**src/rtl/mml_pkg.sv**
```systemverilog
// ----------------------------------------------------------------------------
// mml_pkg
// shared types, codes and defaults for the modulation matrix with lerp
// ----------------------------------------------------------------------------
package mml_pkg;

  localparam int NUM_CONTROLS_DEF      = 6;
  localparam int SLOTS_PER_CONTROL_DEF = 16;

  // request command codes
  localparam logic [2:0] CMD_SET    = 3'd0;
  localparam logic [2:0] CMD_ADD    = 3'd1;
  localparam logic [2:0] CMD_UPDATE = 3'd2;
  localparam logic [2:0] CMD_REMOVE = 3'd3;
  localparam logic [2:0] CMD_CLEAR  = 3'd4;
  localparam logic [2:0] CMD_QUERY  = 3'd5;

  // routing target of one slot
  typedef struct packed {
    logic [3:0] chan;
    logic [7:0] key;
    logic [7:0] par;
  } meta_t;

  // interpolation end points, signed q8.8
  typedef struct packed {
    logic signed [15:0] start_val;
    logic signed [15:0] end_val;
  } vals_t;

  // write strobes into the slot table
  typedef struct packed {
    logic meta_we;
    logic vals_we;
  } tbl_we_t;

  typedef enum logic [7:0] {
    S_IDLE   = 8'b0000_0001,
    S_SCAN   = 8'b0000_0010,
    S_READ   = 8'b0000_0100,
    S_LERP   = 8'b0000_1000,
    S_OUT    = 8'b0001_0000,
    S_CLR_RD = 8'b0010_0000,
    S_CLR_CK = 8'b0100_0000,
    S_QRY    = 8'b1000_0000
  } state_t;

endpackage

```
**src/rtl/mml_table.sv**
```systemverilog
// ----------------------------------------------------------------------------
// mml_table
// slot entry storage: target and end-point memories, one write and one
// registered read per cycle
// ----------------------------------------------------------------------------
module mml_table
  import mml_pkg::*;
#(
  parameter int DEPTH = NUM_CONTROLS_DEF * SLOTS_PER_CONTROL_DEF,
  parameter int AW    = (DEPTH > 1) ? $clog2(DEPTH) : 1
) (
  input  logic          clk,
  input  tbl_we_t       we,
  input  logic [AW-1:0] wr_addr,
  input  meta_t         wr_meta,
  input  vals_t         wr_vals,
  input  logic [AW-1:0] rd_addr,
  output meta_t         rd_meta,
  output vals_t         rd_vals
);

  meta_t meta_mem [DEPTH];
  vals_t vals_mem [DEPTH];

  always_ff @(posedge clk) begin
    if (we.meta_we) begin
      meta_mem[wr_addr] <= wr_meta;
    end
    if (we.vals_we) begin
      vals_mem[wr_addr] <= wr_vals;
    end
  end

  always_ff @(posedge clk) begin
    rd_meta <= meta_mem[rd_addr];
    rd_vals <= vals_mem[rd_addr];
  end

endmodule

```
**config.mk**
```make
export PLATFORM = sky130hd
export DESIGN_NAME = mml_table
export DESIGN_NICKNAME = d
export VERILOG_FILES = /design/src/rtl/mml_pkg.sv /design/src/rtl/mml_table.sv
export SDC_FILE = /design/constraint.sdc
export NUM_CORES = 2
export LEC_CHECK = 0
export BUFFER_PORTS_ARGS = -buffer_cell sky130_fd_sc_hd__buf_4
export CAP_MARGIN = 40
export CORE_ASPECT_RATIO = 1.5
export CORE_MARGIN = 1.5
export CORE_UTILIZATION = 60
export DETAILED_ROUTE_END_ITERATION = 10
export PLACE_DENSITY_LB_ADDON = 0.08
export SLEW_MARGIN = 30
export SYNTH_ARGS = -nofsm -noshare
export SYNTH_HDL_FRONTEND = slang
export SYNTH_MEMORY_MAX_BITS = 65536
export SYNTH_SLANG_ARGS = --single-unit
```
**constraint.sdc**
```tcl
create_clock -name clk -period 3.29 [get_ports clk]
set_input_delay 0.329 -clock clk [delete_from_list [all_inputs] [get_ports clk]]
set_output_delay 0.329 -clock clk [all_outputs]
set_load 0.03 [all_outputs]
```
Yosys cells after proc, flatten, opt, wreduce, memory -nomap -nowiden --
Memories as Yosys holds them, arrays and structs flattened. A register that Yosys moved wholly into a read port is not among the register bits. Cells that the tools add are included.
Storage, ports and cells: output and inout bits 52, RAM bits 4992, memories 2, register bits 0, word-level logic and storage cells 6
Memories:
- vals_mem | depth 96, width 32, read ports 1, clocked after Yosys merged registers in 1, write ports 1, line mml_table.sv:23 | vals_t vals_mem [DEPTH];
- meta_mem | depth 96, width 20, read ports 1, clocked after Yosys merged registers in 1, write ports 1, line mml_table.sv:22 | meta_t meta_mem [DEPTH];
Cells by class: muxes and demuxes 4
Operators by type and width (number):
- $mux W1 | 4

Longest topological paths before layout --
depth in word-level cells 2, depth in mapped cells 11

Worst setup path before layout --
No wires, ideal clock.
path type input -> register, start point in wr_addr[0], end point mem vals_mem[70][0] (netlist name), enable pin, stages 5, data required time 2869 ps, slack 412 ps, data arrival time 2457 ps, cell sequence clkbuf_1 nor2b_1 nand3_1 clkbuf_1 nor2_1
RTL lines:
- from (decl) | line mml_table.sv:14 | input logic [AW-1:0] wr_addr,
- to (decl) | line mml_table.sv:23
Straight into the memory's write port.

==> out/results.tsv <==
stage	metric	value	unit
synthesis	Cells after Synth	9015	
sta	Hold Slack	52.81	ps
synthesis	synth cell count leaders	4992 x edfxtp_1, 832 x mux4_2, 520 x mux2i_1	
worst_setup_path	Reg2Reg Setup Slack	780	ps
finish	Core Util, Final	69.37	%
clock_tree	Worst-path clk slew	60	ps
detailed_routing	Via Count	97380	
global_routing	Overflow after GRT	0	
synthesis	Yosys cell types	33	
finish	proportion of layout cells with a drive suffix above 1	29.40	%
clock_tree	number of setup buffers added after CTS	0	
sta	Final Hold Viols	0	
power	Power Internal	103500	uW
sta	Tmin final	2510	ps
clock_tree	CTS tree	yes	
die	DIE HEIGHT	696.2	um
status	outcome	finished with violations	
detailed_routing	First-pass DRT Iterations	9	
detailed_routing	via/cell ratio	6.736	
sta	final setup vio count	0	
placement	port bufs	120	
sta	fin crit share	76.28	%
placement	DP HPWL	317.1	mm
synthesis	Synth Register Bits	5044	
clock_tree	total CTS buffers	447	
sta	Slew Limit Fails	0	
power	total power	131600	uW
placement	RD Place Congestion	0.9021	
clock_tree	Clock Root Buffer	clkbuf_16	
die	IO Count	121	
power	Combinational Power Share	5.8	%
clock_tree	Clock Latency Late Sink	960	ps
clock_tree	H-tree depth	5	
synthesis	Synthesis Warnings	0	
sta	worst slew pin tran	995.5	ps
clock_tree	Bufs on Longest Clock Path	4	
power	leakage	0.07053	uW
synthesis	Primary FF master, synth	edfxtp_1	
synthesis	EDFF count, synth	4992	
power	Sw Share	21.32	%
clock_tree	clock sink count	5044	
hold_path	hold_sp	wr_meta[7]	
synthesis	Syn Area/Cell	21.32	sq um
synthesis	synthesized cell area	192200	sq um
finish	fin nets	9918	
detailed_routing	DRC	24	
power	maximum vdd drop	0.5417	mV
power	power share of the clock group	40.1	%
sta	f_max	398.5	MHz
synthesis	register area share after synthesis	78.54	%
worst_setup_path	Arr. time, crit path	3330	ps
die	initial core utilization	60.29	%
sta	Final Skew	60.21	ps
placement	Cells after DPL	13560	
synthesis	share of the synthesized area in the top cell type	78.00	%
finish	Layout Cells excl Fill	14460	
power	Net Sw Power	28050	uW
synthesis	Yosys top cell by area	edfxtp_1	
worst_setup_path	CP Launch Point	meta_mem[36][6]	
power	P per Cell Area	595.2	nW/um^2
worst_setup_path	worst r2r src	meta_mem[36][6]	
die	Die Area	323800	sq um
worst_setup_path	Req. time, crit path	4110	ps
detailed_routing	initial DRC count	11770	
die	# rows	254	
worst_setup_path	CP endpoint kind	flip-flop	
run	Max-Cap Viols	0	
finish	area grow syn2layout	15.05	%
global_routing	total track usage	32.66	%
global_routing	first-pass GRT wire length	738.2	mm
worst_setup_path	CP max FO	2	
power	Reg power frac	54.1	%
sta	Rel. slew slack	33.63	%
global_routing	number of global-route vias before repair	98790	
die	core region area	318800	sq um
worst_setup_path	kind of critical path	flip-flop to flip-flop	
detailed_routing	post-route ant nets	0	
status	failing checks	DRC	
hold_path	HP Class	input port to flip-flop	
detailed_routing	Routed WL	528.6	mm
sta	unrepaired setup endpoints after global routing	false	
synthesis	asr flop ratio synth	0	%
worst_setup_path	Worst setup SP type	flip-flop	
global_routing	maximum number of pins on one net before global-route repair	97	
synthesis	Synth area leaders	edfxtp_1 78%, mux4_2 9.7%, mux2i_1 2.7%	
global_routing	initial antenna violation count	22	
detailed_routing	Routed WL per cell	36.57	um
synthesis	syn_nets	9084	
synthesis	count leader, synth	edfxtp_1	
die	Die Width	465.1	um
## cell usage in the layout, fill, tap and decap left out, drive strengths merged, types with 2 or more instances in the layout
| cell | count |
|---|---|
| edfxtp | 4992 |
| buf | 875 |
| mux4 | 832 |
| clkbuf | 552 |
| mux2i | 520 |
| mux2 | 416 |
| a22oi | 364 |
| nand2 | 276 |
| nor2 | 196 |
| clkinv | 179 |
| o22ai | 156 |
| nand3 | 116 |
| nand4 | 106 |
| a221oi | 104 |
| bufinv | 55 |
| a21oi | 52 |
| a41oi | 52 |
| a221o | 52 |
| a31o | 52 |
| dfxtp | 52 |
| a31oi | 52 |
| o31ai | 52 |
| dlygate4sd3 | 51 |
| clkinvlp | 28 |
| nor2b | 14 |
| diode | 12 |
| inv | 8 |
| nand2b | 4 |
| or2 | 3 |
| and2 | 3 |
| and3 | 2 |
## critical path: stages (launching register included)
cell	delay, ps
edfxtp_1	360
mux2_2	260
a221oi_1	710
nand4_1	670
a31o_1	390
## power groups by stage
| stage | registers [uW] | logic [uW] | clock network (uW) |
|---|---|---|---|
| finish | 71200 | 7640 | 52800 |
| global route | 71200 | 7880 | 55500 |
| CTS | 71200 | 7590 | 53300 |
| detailed placement | 72600 | 7520 | 0 |
| global placement | 72600 | 7310 | 0 |
| floorplan | 72600 | 3270 | 0 |
## worst paths after layout
check | end | cells after the start
min | meta_mem[8][7] | 1
max reg2reg | rd_meta[6] | 4
min reg2reg | rd_vals[10] | 4
max | rd_meta[6] | 4
## through the flow
step / setup WS, ps / TNS (ps) / instance area (sq um)
floorplan: 411.5 / 0 / 192200
global placement: -234.4 / -782.7 / 205200
detailed placement: -204.6 / -504.8 / 205600
CTS: 818.6 / 0 / 220700
global route: 743.1 / 0 / 221100
finish: 780.4 / 0 / 221100
## layout make-up
cell class                 count  area (sq um)
clock inverter               269          2750
timing repair buffer         927         10160
antenna                       12         30.03
multi-input combinational   3428         40080
sequential                  5044        150900
tap                         4224          5285
clock buffer                 551         11870
inverter                       1         3.754
fill                       19420         97640
## what timing repair did
action,in CTS,in global routing
hold buffers,49,2
resized for setup,0,0
hold endpoints to repair,1388,58
## registers in the layout, summed over array words and instances, names as in the netlist
register and flops:
rd_vals 32, meta_mem 1920, vals_mem 3072, rd_meta 20
## layer usage
metal	wire [um]	up-vias	global-route usage (%)
met4	36420	8	19.20
met2	270100	4875	55.66
met5	51	-	0
met3	38750	1022	3.956
li1	-	39650	-
met1	183300	51820	40.64
## logic make-up after synthesis
kind of cell | synth area share (%)
muxes | 14.90
and+or+nand+nor | 1.669
buffers and inverters | 1.242
DFF | 78.54
AOI/OAI and AO/OA | 3.656
Note: power is estimated with default switching activity, not from simulation.
