### config.mk
export PLATFORM = sky130hd
export DESIGN_NAME = mml_lerp
export DESIGN_NICKNAME = d
export VERILOG_FILES = /design/src/rtl/mml_pkg.sv /design/src/rtl/mml_lerp.sv
export SDC_FILE = /design/constraint.sdc
export NUM_CORES = 1
export LEC_CHECK = 0
export BUFFER_PORTS_ARGS = -buffer_cell sky130_fd_sc_hd__buf_4
export CORE_ASPECT_RATIO = 1.75
export CORE_MARGIN = 8
export CORE_UTILIZATION = 35
export DETAILED_ROUTE_END_ITERATION = 10
export GPL_TIMING_DRIVEN = 0
export SKIP_CTS_REPAIR_TIMING = 1
export SLEW_MARGIN = 15
export SYNTH_ARGS = -nofsm -noshare
export SYNTH_HDL_FRONTEND = slang
export SYNTH_SLANG_ARGS = --single-unit
### constraint.sdc
create_clock -name clk -period 7.4 [get_ports clk]
set_input_delay 0.37 -clock clk [delete_from_list [all_inputs] [get_ports clk]]
set_output_delay 0.37 -clock clk [all_outputs]
set_load 0.05 [all_outputs]
### src/rtl/mml_pkg.sv
// ----------------------------------------------------------------------------
// mml_pkg
// shared types, codes and defaults for the modulation matrix with lerp
// ----------------------------------------------------------------------------
package mml_pkg;

  localparam int NUM_CONTROLS_DEF      = 6;
  localparam int SLOTS_PER_CONTROL_DEF = 16;

  // request command codes
  localparam logic [2:0] CMD_SET    = 3'd0;
  localparam logic [2:0] CMD_ADD    = 3'd1;
  localparam logic [2:0] CMD_UPDATE = 3'd2;
  localparam logic [2:0] CMD_REMOVE = 3'd3;
  localparam logic [2:0] CMD_CLEAR  = 3'd4;
  localparam logic [2:0] CMD_QUERY  = 3'd5;

  // routing target of one slot
  typedef struct packed {
    logic [3:0] chan;
    logic [7:0] key;
    logic [7:0] par;
  } meta_t;

  // interpolation end points, signed q8.8
  typedef struct packed {
    logic signed [15:0] start_val;
    logic signed [15:0] end_val;
  } vals_t;

  // write strobes into the slot table
  typedef struct packed {
    logic meta_we;
    logic vals_we;
  } tbl_we_t;

  typedef enum logic [7:0] {
    S_IDLE   = 8'b0000_0001,
    S_SCAN   = 8'b0000_0010,
    S_READ   = 8'b0000_0100,
    S_LERP   = 8'b0000_1000,
    S_OUT    = 8'b0001_0000,
    S_CLR_RD = 8'b0010_0000,
    S_CLR_CK = 8'b0100_0000,
    S_QRY    = 8'b1000_0000
  } state_t;

endpackage

### src/rtl/mml_lerp.sv
// ----------------------------------------------------------------------------
// mml_lerp
// shared interpolation unit: start + round(val * (end - start)), two stages
// ----------------------------------------------------------------------------
module mml_lerp
  import mml_pkg::*;
(
  input  logic               clk,
  input  logic               rst,
  input  logic               go,
  input  vals_t              vals,
  input  logic [15:0]        ctl_val,
  output logic               done,
  output logic signed [15:0] result
);

  logic signed [16:0] diff;
  logic signed [16:0] val_s;
  logic signed [33:0] prod;
  logic signed [15:0] start_r;
  logic               s1_v;
  logic signed [33:0] rnd;
  logic signed [17:0] q;
  logic signed [18:0] sum;

  assign diff  = 17'(vals.end_val) - 17'(vals.start_val);
  assign val_s = {1'b0, ctl_val};

  always_ff @(posedge clk) begin
    if (go) begin
      prod    <= diff * val_s;
      start_r <= vals.start_val;
    end
  end

  // round to nearest, ties up
  assign rnd = prod + 34'sd32768;
  assign q   = rnd[33:16];
  assign sum = 19'(start_r) + 19'(q);

  always_ff @(posedge clk) begin
    if (sum > 19'sd32767) begin
      result <= 16'sh7fff;
    end else if (sum < -19'sd32768) begin
      result <= -16'sh8000;
    end else begin
      result <= sum[15:0];
    end
  end

  always_ff @(posedge clk) begin
    if (rst) begin
      s1_v <= 1'b0;
      done <= 1'b0;
    end else begin
      s1_v <= go;
      done <= s1_v;
    end
  end

endmodule

; Word-level counts from Yosys, hierarchy flattened
; Index checks and enable logic that the tools add are counted.
[word_totals]
reg_bits = 68
inputBits = 51
output_inout_bits = 17
wordCells = 12
[op_classes]
add_sub_neg = 3
mul = 1
magnitude_cmp = 2
muxes = 1
[op_table]
columns = op, n
row1 = 34-bit by 17-bit adder with 34-bit output (second input constant), 1
row2 = 17-bit by 17-bit multiplier with 34-bit output, 1
row3 = 16-bit by 18-bit adder with 19-bit output, 1
row4 = 19-bit by 16-bit greater-than comparator with 1-bit output (second input constant), 1
row5 = 19-bit by 16-bit < comparator with 1-bit output (second input constant), 1
row6 = 16-bit by 16-bit subtractor with 17-bit output, 1
row7 = 16-bit two-way mux, 1

; Depth between registers and ports, before layout
[depth]
word_depth = 4
mapped_depth = 33
depth_no_buf = 33

; Worst setup path after synthesis
; No wires, ideal clock.
[synth_timing]
path_kind = input to register
from = in vals[0] (netlist bit)
to = reg prod[19] (data pin)
setup_time_ps = 259
t_arrival_ps = 7418
required_ps = 7141
slack_ps = -276
cell_stages = 33
path_buffers = 1
path_cell_list = inv_1 ha_1 fa_1 nor2b_1 o21a_1 o21ai_1 a21o_1 a21oi_1 nor3_1 xnor2_1 clkbuf_1 nand2_1 fa_1 fa_1 inv_1 fa_1 inv_1 fa_1 inv_1 fa_1 inv_1 fa_1 inv_1 ha_1 o21a_1 o21a_1 o21a_1 o32a_1 a21o_1 a21o_1 a21o_1 a21o_1 xor2_1
[synth_between]
elab_chain_cells = 2
[synth_rtl]
columns = element, line
row1 = "start, declared", mml_lerp.sv:11  ; input vals_t vals,
row2 = 16-bit by 16-bit subtractor with 17-bit output, mml_lerp.sv:26  ; assign diff = 17'(vals.end_val) - 17'(vals.start_val);
row3 = 17-bit by 17-bit multiplier with 34-bit output, mml_lerp.sv:31  ; prod <= diff * val_s;
row4 = "end signal, assigned", mml_lerp.sv:31
row5 = "end, declared", mml_lerp.sv:19  ; logic signed [33:0] prod;
; No other way between the ends.
; A chain may end at the register's enable or synchronous reset.

; Worst setup path after layout
[layout_timing]
from = in vals[17] (netlist bit)
to = reg prod[32] (data pin)
; The elaborated chain is that of the path after synthesis.

==> insert_results.sql <==
INSERT INTO impl_metrics (metric_group, metric, value, unit) VALUES
('worst_setup_path', 'timing.critical_path.max_delay_family', 'adder cells', ''),
('worst_setup_path', 'timing.critical_path.slowest_stage_cell', 'sky130_fd_sc_hd__fa_1', ''),
('sta', 'post-route-worst-setup-slack', '-0.365', 'ns'),
('logic_synthesis', 'yosys.area_share.simple', '0.148', ''),
('worst_setup_path', 'critical_path.max_stage_delay', '0.53', 'ns'),
('logic_synthesis', 'synth-seq-cells', '53', ''),
('sta', 'rsz_0062_raised_after_global_routing', 'yes', ''),
('routing', 'route.final.wire_length', '37600', 'µm'),
('cells_and_area', 'antenna_cells', '0', ''),
('status', 'run_status', 'complete, but fails checks', ''),
('cells_and_area', 'final_common_cell', 'sky130_fd_sc_hd__inv_1', ''),
('routing', 'drt_drc_violations_left', '0', ''),
('clocking', 'worst_skew_pair.late_latency', '0.30', 'ns'),
('cells_and_area', 'final-instance-count-excl-fill', '2107', ''),
('worst_setup_path', 'criticalPathCategory', 'input port to register', ''),
('worst_setup_path', 'ff_to_ff_start', 'prod[17]', ''),
('logic_synthesis', 'dominant_combinational_cell_family_by_area_after_synthesis', 'adder cells', ''),
('logic_synthesis', 'netlist_area', '13800', 'µm²'),
('sta', 'drv_slew', '0', ''),
('worst_setup_path', 'reg2reg_depth', '16', ''),
('global_route', 'grt_pass1_vias', '11400', ''),
('logic_synthesis', 'mappedNetlistNets', '1957', ''),
('global_route', 'grt_antenna_before_repair', '0', ''),
('clocking', 'clock_tree.buffer_depth', '2', ''),
('worst_setup_path', 'reg2reg_to', 'result[12]', ''),
('floorplanning', 'die_width', '166', 'µm'),
('logic_synthesis', 'post_synth_mux_area_share', '0.00154', ''),
('logic_synthesis', 'synth-compound-area-share', '0.0746', ''),
('floorplanning', 'placement_rows', '96', ''),
('routing', 'antenna_nets_post_route', '0', ''),
('floorplanning', 'placeableCoreArea', '39200', 'µm²'),
('place', 'gpl.final_weighted_congestion', '0.890', ''),
('logic_synthesis', 'count_of_flip_flops_with_a_built_in_enable_after_synthesis', '35', ''),
('sta', 'max_freq', '129', 'MHz'),
('routing', 'vias_per_cell', '4.88', ''),
('clocking', 'cts.clk_slew.worst_paths', '0.07', 'ns'),
('floorplanning', 'die_height', '279', 'µm'),
('cells_and_area', 'fraction_of_final_layout_cells_with_drive_strength_greater_than_1', '0.130', ''),
('logic_synthesis', 'synthesized_instance_count', '1511', ''),
('sta', 'tightestPinTransition', '0.922', 'ns'),
('sta', 'number_of_setup_violations_in_the_final_report', '13', ''),
('floorplanning', 'total_i_o_pin_count', '68', ''),
('logic_synthesis', 'ys.warnings.count', '0', ''),
('sta', 'fin_crit_sh', '1.05', ''),
('routing', 'drt_pre_antenna_iters', '5', ''),
('logic_synthesis', 'synth-adder-area-share', '0.506', ''),
('sta', 'fin_worst_skew', '0.00554', 'ns'),
('clocking', 'tritoncts', 'done', ''),
('worst_setup_path', 'setup.worst_path.start_class', 'input port', ''),
('status', 'violations', 'setup timing', ''),
('logic_synthesis', 'synth_xor_area_frac', '0.0506', ''),
('logic_synthesis', 'synth_ff_type', 'sky130_fd_sc_hd__edfxtp_1', ''),
('sta', 'post-route-min-period', '7.77', 'ns'),
('worst_setup_path', 'worstSetupEndpointType', 'register', ''),
('clocking', 'numClockSinks', '53', ''),
('hold_path', 'hold_path.class', 'input port to register', ''),
('worst_setup_path', 'setup.worst_path.end', 'prod[32]', ''),
('global_route', 'global_route.usage.total', '0.162', ''),
('global_route', 'grt_first_pass_wirelength', '59000', 'µm'),
('sta', 'whs', '0.234', 'ns'),
('sta', 'max_slew_margin', '0.381', ''),
('logic_synthesis', 'ys_seq_area_frac', '0.102', ''),
('worst_setup_path', 'timing.critical_path.arrival', '7.80', 'ns'),
('global_route', 'grt.overflow.total', '0', ''),
('global_route', 'grt_max_degree', '37', ''),
('logic_synthesis', 'synth_area_per_inst', '9.16', 'µm²'),
('clocking', 'cts-htree-levels', '2', ''),
('cells_and_area', 'finish.net_count', '2062', ''),
('worst_setup_path', 'worst_ep_required_time', '7.43', 'ns'),
('sta', 'finalHoldViolCount', '0', ''),
('routing', 'wl_per_cell', '17.8', 'µm');
## worst register-to-register path, stage by stage (launching register included)
cell	delay [ns]
sky130_fd_sc_hd__edfxtp_1	0.41
sky130_fd_sc_hd__and3_1	0.21
sky130_fd_sc_hd__and4_1	0.28
sky130_fd_sc_hd__nand4_1	0.25
sky130_fd_sc_hd__nor2_1	0.19
sky130_fd_sc_hd__xor2_1	0.10
sky130_fd_sc_hd__ha_1	0.28
sky130_fd_sc_hd__clkbuf_1	0.28
sky130_fd_sc_hd__nand3_1	0.15
sky130_fd_sc_hd__nor2_1	0.23
sky130_fd_sc_hd__nand3_1	0.14
sky130_fd_sc_hd__o21ai_2	0.21
sky130_fd_sc_hd__a2111oi_2	0.10
sky130_fd_sc_hd__a21oi_1	0.37
sky130_fd_sc_hd__o31a_1	0.41
sky130_fd_sc_hd__buf_6	0.20
sky130_fd_sc_hd__a21o_1	0.12
## cell type report
cell class,instances,area (µm²)
Tap cell,490,613
Sequential cell,53,1410
Timing Repair Buffer,98,772
Inverter,380,1430
Clock inverter,3,23.8
Multi-Input combinational cell,1031,11300
Buffer,47,285
Clock buffer,5,125
Fill cell,3875,23100
## stage by stage
stage	setup TNS, ns	util	setup WS [ns]
floorplan	0	-	0.00161
global placement	-25.03	0.383	-1.69
detailed placement	-25.75	0.383	-1.74
CTS	-20.09	0.387	-1.44
global route	-6.56	0.409	-0.636
finish	-2.88	0.409	-0.365
## worst min path at each step
stage                     from   end  slack (ns)  cells after the start
after floorplan           s1_v  done        0.41                      1
after global placement    s1_v  done        0.42                      1
after detailed placement  s1_v  done        0.43                      1
after CTS                  rst  done        0.23                      2
after global routing       rst  s1_v        0.23                      2
final                      rst  s1_v        0.23                      2
## cells by family after synthesis
family          Yosys count
mux                       2
xor+xnor                 80
flops                    53
fa+ha+maj               395
simple gates            406
compound gates          148
buf+inv                 427
## layer usage
| metal | up-vias | global-route usage | routed length (µm) |
|---|---|---|---|
| li1 | 4755 | - | - |
| met1 | 5241 | 0.155 | 12600 |
| met2 | 210 | 0.332 | 21700 |
| met3 | 84 | 0.0100 | 815 |
| met4 | 0 | 0.0965 | 2510 |
| met5 | - | 0 | 0 |
## state kept, by name, indices dropped and copies added (netlist names)
| register | flops |
|---|---|
| start_r | 16 |
| prod | 19 |
| done | 1 |
| result | 16 |
| s1_v | 1 |
## cells in the mapped netlist, types with 3 or more instances
master	instances	share of area
sky130_fd_sc_hd__a31oi_1	5	0.0023
sky130_fd_sc_hd__xnor2_1	55	0.035
sky130_fd_sc_hd__buf_2	5	0.0018
sky130_fd_sc_hd__o21a_1	15	0.0081
sky130_fd_sc_hd__o21ai_0	18	0.0065
sky130_fd_sc_hd__dfxtp_1	18	0.026
sky130_fd_sc_hd__buf_6	3	0.0024
sky130_fd_sc_hd__and4_1	3	0.0019
sky130_fd_sc_hd__edfxtp_1	35	0.076
sky130_fd_sc_hd__a22oi_1	3	0.0016
sky130_fd_sc_hd__nor4_1	3	0.0014
sky130_fd_sc_hd__and3_1	9	0.0041
sky130_fd_sc_hd__fa_1	274	0.40
sky130_fd_sc_hd__nor2b_1	29	0.013
sky130_fd_sc_hd__ha_1	121	0.11
sky130_fd_sc_hd__o21ai_1	7	0.0025
sky130_fd_sc_hd__inv_1	380	0.10
sky130_fd_sc_hd__clkbuf_1	36	0.0098
sky130_fd_sc_hd__nand3_1	22	0.0080
sky130_fd_sc_hd__nand2b_1	12	0.0054
sky130_fd_sc_hd__and2_1	109	0.049
sky130_fd_sc_hd__a21o_1	30	0.016
sky130_fd_sc_hd__a21oi_1	34	0.012
sky130_fd_sc_hd__nand4_1	5	0.0023
sky130_fd_sc_hd__xor2_1	25	0.016
sky130_fd_sc_hd__o31ai_1	3	0.0016
sky130_fd_sc_hd__nand2_1	169	0.046
sky130_fd_sc_hd__nor3_1	11	0.0040
sky130_fd_sc_hd__o21bai_1	4	0.0022
sky130_fd_sc_hd__a21oi_2	4	0.0025
sky130_fd_sc_hd__nor2_1	24	0.0065
Power is left out: the tool's default activity adds up to more than one toggle a clock period on the data nets, which glitch-free logic cannot reach.
